===== config.mk =====
export PLATFORM = sky130hd
export DESIGN_NAME = ctsb_ram
export DESIGN_NICKNAME = d
export VERILOG_FILES = /design/src/rtl/ctsb_ram.sv
export SDC_FILE = /design/constraint.sdc
export NUM_CORES = 2
export LEC_CHECK = 0
export ABC_AREA = 1
export BUFFER_PORTS_ARGS = -buffer_cell sky130_fd_sc_hd__buf_2
export CAP_MARGIN = 10
export CELL_PAD_IN_SITES_DETAIL_PLACEMENT = 0
export CELL_PAD_IN_SITES_GLOBAL_PLACEMENT = 1
export CORE_ASPECT_RATIO = 2
export CORE_MARGIN = 2
export CORE_UTILIZATION = 54
export CTS_BUF_LIST = sky130_fd_sc_hd__clkbuf_4
export CTS_CLUSTER_SIZE = 16
export DETAILED_ROUTE_END_ITERATION = 8
export PLACE_DENSITY_LB_ADDON = 0.05
export SYNTH_ARGS = -nofsm -noshare
export SYNTH_HDL_FRONTEND = slang
export SYNTH_SLANG_ARGS = --single-unit

===== constraint.sdc =====
create_clock -name aclk -period 2.1 [get_ports aclk]
set_input_delay 0 -clock aclk [delete_from_list [all_inputs] [get_ports aclk]]
set_output_delay 0 -clock aclk [all_outputs]
set_load 0.01 [all_outputs]

===== src/rtl/ctsb_ram.sv =====
// Generic simple dual-port RAM with one write port and a registered read port.
// Uses no package.
module ctsb_ram #(
    parameter int WIDTH = 8,
    parameter int DEPTH = 256,
    parameter int AW = (DEPTH > 1) ? $clog2(DEPTH) : 1
) (
    input  logic             aclk,
    input  logic             we,
    input  logic [AW-1:0]    waddr,
    input  logic [WIDTH-1:0] wdata,
    input  logic [AW-1:0]    raddr,
    output logic [WIDTH-1:0] rdata
);
    logic [WIDTH-1:0] mem [DEPTH];

    always_ff @(posedge aclk) begin
        if (we) begin
            mem[waddr] <= wdata;
        end
        rdata <= mem[raddr];
    end
endmodule


==> impl_results.md <==
* Reg2reg path depth at 11
* Routability cong. at 0.896
* Leak at 35.0 nW
* Period Utilization, post-route at 0.957
* Layout area overhead at 15.5%
* Clock Tree Buf Depth at 4
* Worst hold path cell count at 8
* Switching portion of total power at 0.243
* Initial Util at 0.542
* Hold/Removal Path Class: input port to flop
* Average via count per standard cell at 5.78
* RSZ-0062 raised after global routing: false
* Worst Setup Slack, final at 0.0893 ns
* CTS tree: yes
* Non-Filler Instances at 10100
* Syn nets at 7029
* Sequential power share at 0.560
* Final wirelength at 254 mm
* Status: finished clean
* Cell Area, Synth at 83400 um^2
* Die Height at 560 um
* Internal at 61.2 mW
* Sequential share of the synthesized area at 0.739
* Flops & latches, synth at 2056
* Initial antenna violation count at 9
* Reg2reg start: mem[13][2]
* Max Freq at 497 MHz
* Core box area at 154000 um^2
* Worst Hold Launch: raddr[6]
* Cell count after synthesis at 7003
* Reg2reg setup slack at 0.11 ns
* Die ar. at 158000 um^2
* Worst-path clk slew at 0.07 ns
* Crit path capture type: flop
* Crit path max-delay family: buffers and inverters
* Violation count after the first detailed-route iteration at 5991
* Port bufs at 33
* DR WL/cell at 25.1 um
* Worst slew margin at 0.355
* PwrDens at 839 nW/um^2
* CP max FO at 8
* MaxCap Viol Count at 0
* Worst VDD drop at 0.526 mV
* Post-layout util at 0.626
* Largest net degree at the start of global routing at 74
* Final clock skew at 0.0794 ns
* Sum Neg Setup Slack at 0 ns
* Chip width at 282 um
* Total grt overflow at 0
* Final hold slack at 0.106 ns
* Worst EP arrival at 2.85 ns
* Placed Cells at 9245
* Tmin final at 2.01 ns
* Net Sw Power at 19.7 mW
* Layout cells sized above 1 at 0.168
* Clock Sinks at 2056
* CP peak stage delay at 0.64 ns
* Crit path launch type: input port
* Worst slack, placed at -0.282 ns
* Final setup fails at 0
* Vias in the first global route at 57300
* Critical path buffer and inverter count at 4
* Critical Path Slowest Stage Cell: nor2_1
* H-tree depth at 5
* WHS Endpoint: rdata[6]
* Most frequent CP cell: dlygate4sd3_1
* Fin. Hold Viols at 0
* Global-route wire length before repair at 372 mm
* Warnings, synthesis at 0
* Slew Limit Fails at 0
* Drt drc at 0
* Worst slew pin tran at 0.963 ns
* Syn_area_per_cell at 11.9 um^2
* Combinational share of power at 0.076
* Nets at 7705
* Clk_lat worst skew at 1.23 ns
* Via count at 58400
* Critical-path cell list: dlygate4sd3_1, buf_2, nor2_1, dlygate4sd3_1, nand2_1, dlygate4sd3_1, nor2_1
* Worst r2r dst: rdata[2]
* Netlist cell types at 14
* Cell Rows at 204
* Clock power share at 0.365
* # fillers at 12300
* GRT Overall Usage at 0.324
* Detailed Place HPWL at 155 mm
* Drt pass-1 iters at 6
* Routed Antenna Nets at 0
* Req. time, crit path at 2.94 ns
* Critical path class: input port to flop
* Root Driver: clkbuf_4
* CTS buffer count at 440
* Ports at 34
-- flip-flops by register name, summed over array words and instances, names as in the netlist --
register / cells
rdata: 8
mem: 2048
-- stage by stage --
stage | power (mW) | cell area (um^2)
6_report | 80.8 | 96300
5_1_grt | 83.8 | 96300
4_1_cts | 81.5 | 96300
3_5_place_dp | 52.1 | 90100
3_3_place_gp | 52.0 | 90100
2_1_floorplan | 48.9 | 83400
-- kinds of logic (layout without fill, tap and decap cells) --
family | count (synthesis) | in the layout | synth area share
simple gates | 4425 | 4425 | 0.229
flops | 2056 | 2056 | 0.739
buf+inv | 522 | 1543 | 0.0312
other cells | 0 | 12 | 0
-- worst max path at each step --
stage,start,endpoint,cells past startpoint
finish,waddr[7],mem[111][1],7
global route,mem[115][5],rdata[5],11
CTS,waddr[3],mem[160][0],11
detailed placement,raddr[0],rdata[6],14
global placement,raddr[0],rdata[6],14
floorplan,we,mem[162][0],4
-- cells in the mapped netlist --
cell type	instances	area (um^2)
nand2_1	2123	7970
edfxtp_1	2048	61500
nand3_1	2019	10100
nor2_1	283	1060
buf_2	268	1340
clkbuf_1	112	420
buf_4	46	345
buf_1	40	150
inv_1	36	135
buf_6	16	180
dfxtp_1	8	160
inv_2	2	7.51
buf_8	1	15.0
inv_4	1	6.26
-- worst min-delay path, cell delays in order --
cell and delay (ns):
dlygate4sd3_1 0.52, buf_2 0.16, inv_1 0.06, buf_4 0.24
nand3_1 0.12, nand2_1 0.05, nand2_1 0.05, nand2_1 0.05
-- cell usage in the layout, fill, tap and decap left out, drive strengths merged --
master | netlist | routed
nor2 | 283 | 283
inv | 39 | 45
dlygate4sd3 | 0 | 44
clkinv | 0 | 165
nand2 | 2123 | 2123
diode | 0 | 12
clkinvlp | 0 | 6
edfxtp | 2048 | 2048
clkbuf | 112 | 604
bufinv | 0 | 6
buf | 371 | 673
nand3 | 2019 | 2019
dfxtp | 8 | 8
-- per-layer routing --
metal,routed length (um),up-vias,GRT usage
li1,-,26500,-
met1,98100,28600,0.431
met2,122000,2745,0.521
met3,20500,508,0.0542
met4,12700,6,0.151
met5,45,-,0
-- repair_timing --
action	4_1_cts	5_1_grt
endpoints found under the hold margin	4102	0
hold buffers	53	0
resized for setup	1	2
pin swaps	0	0
endpoints found under the setup margin	1	15
setup buffers	0	0
-- final cells by class --
class | instances | area [um^2] | share of cell area
diodes | 12 | 30.0 | 0.000312
well taps | 2060 | 2580 | 0.0268
clock inverters | 183 | 946 | 0.00982
repair buffers | 717 | 7230 | 0.0751
clock buffers | 604 | 4530 | 0.0471
flip-flops and latches | 2056 | 61700 | 0.640
multi-input cells | 4425 | 19200 | 0.199
inverters | 39 | 180 | 0.00187
-- power groups by stage --
stage               Combinational (mW)  Sequential [mW]  Clock, mW
finish                            6.12             45.2       29.5
CTS                               6.10             45.2       30.2
global route                      6.54             45.2       32.1
global placement                  5.86             46.1          0
detailed placement                5.91             46.2          0
floorplan                         2.79             46.1          0
No activity file was read; power rests on OpenSTA's default activity.
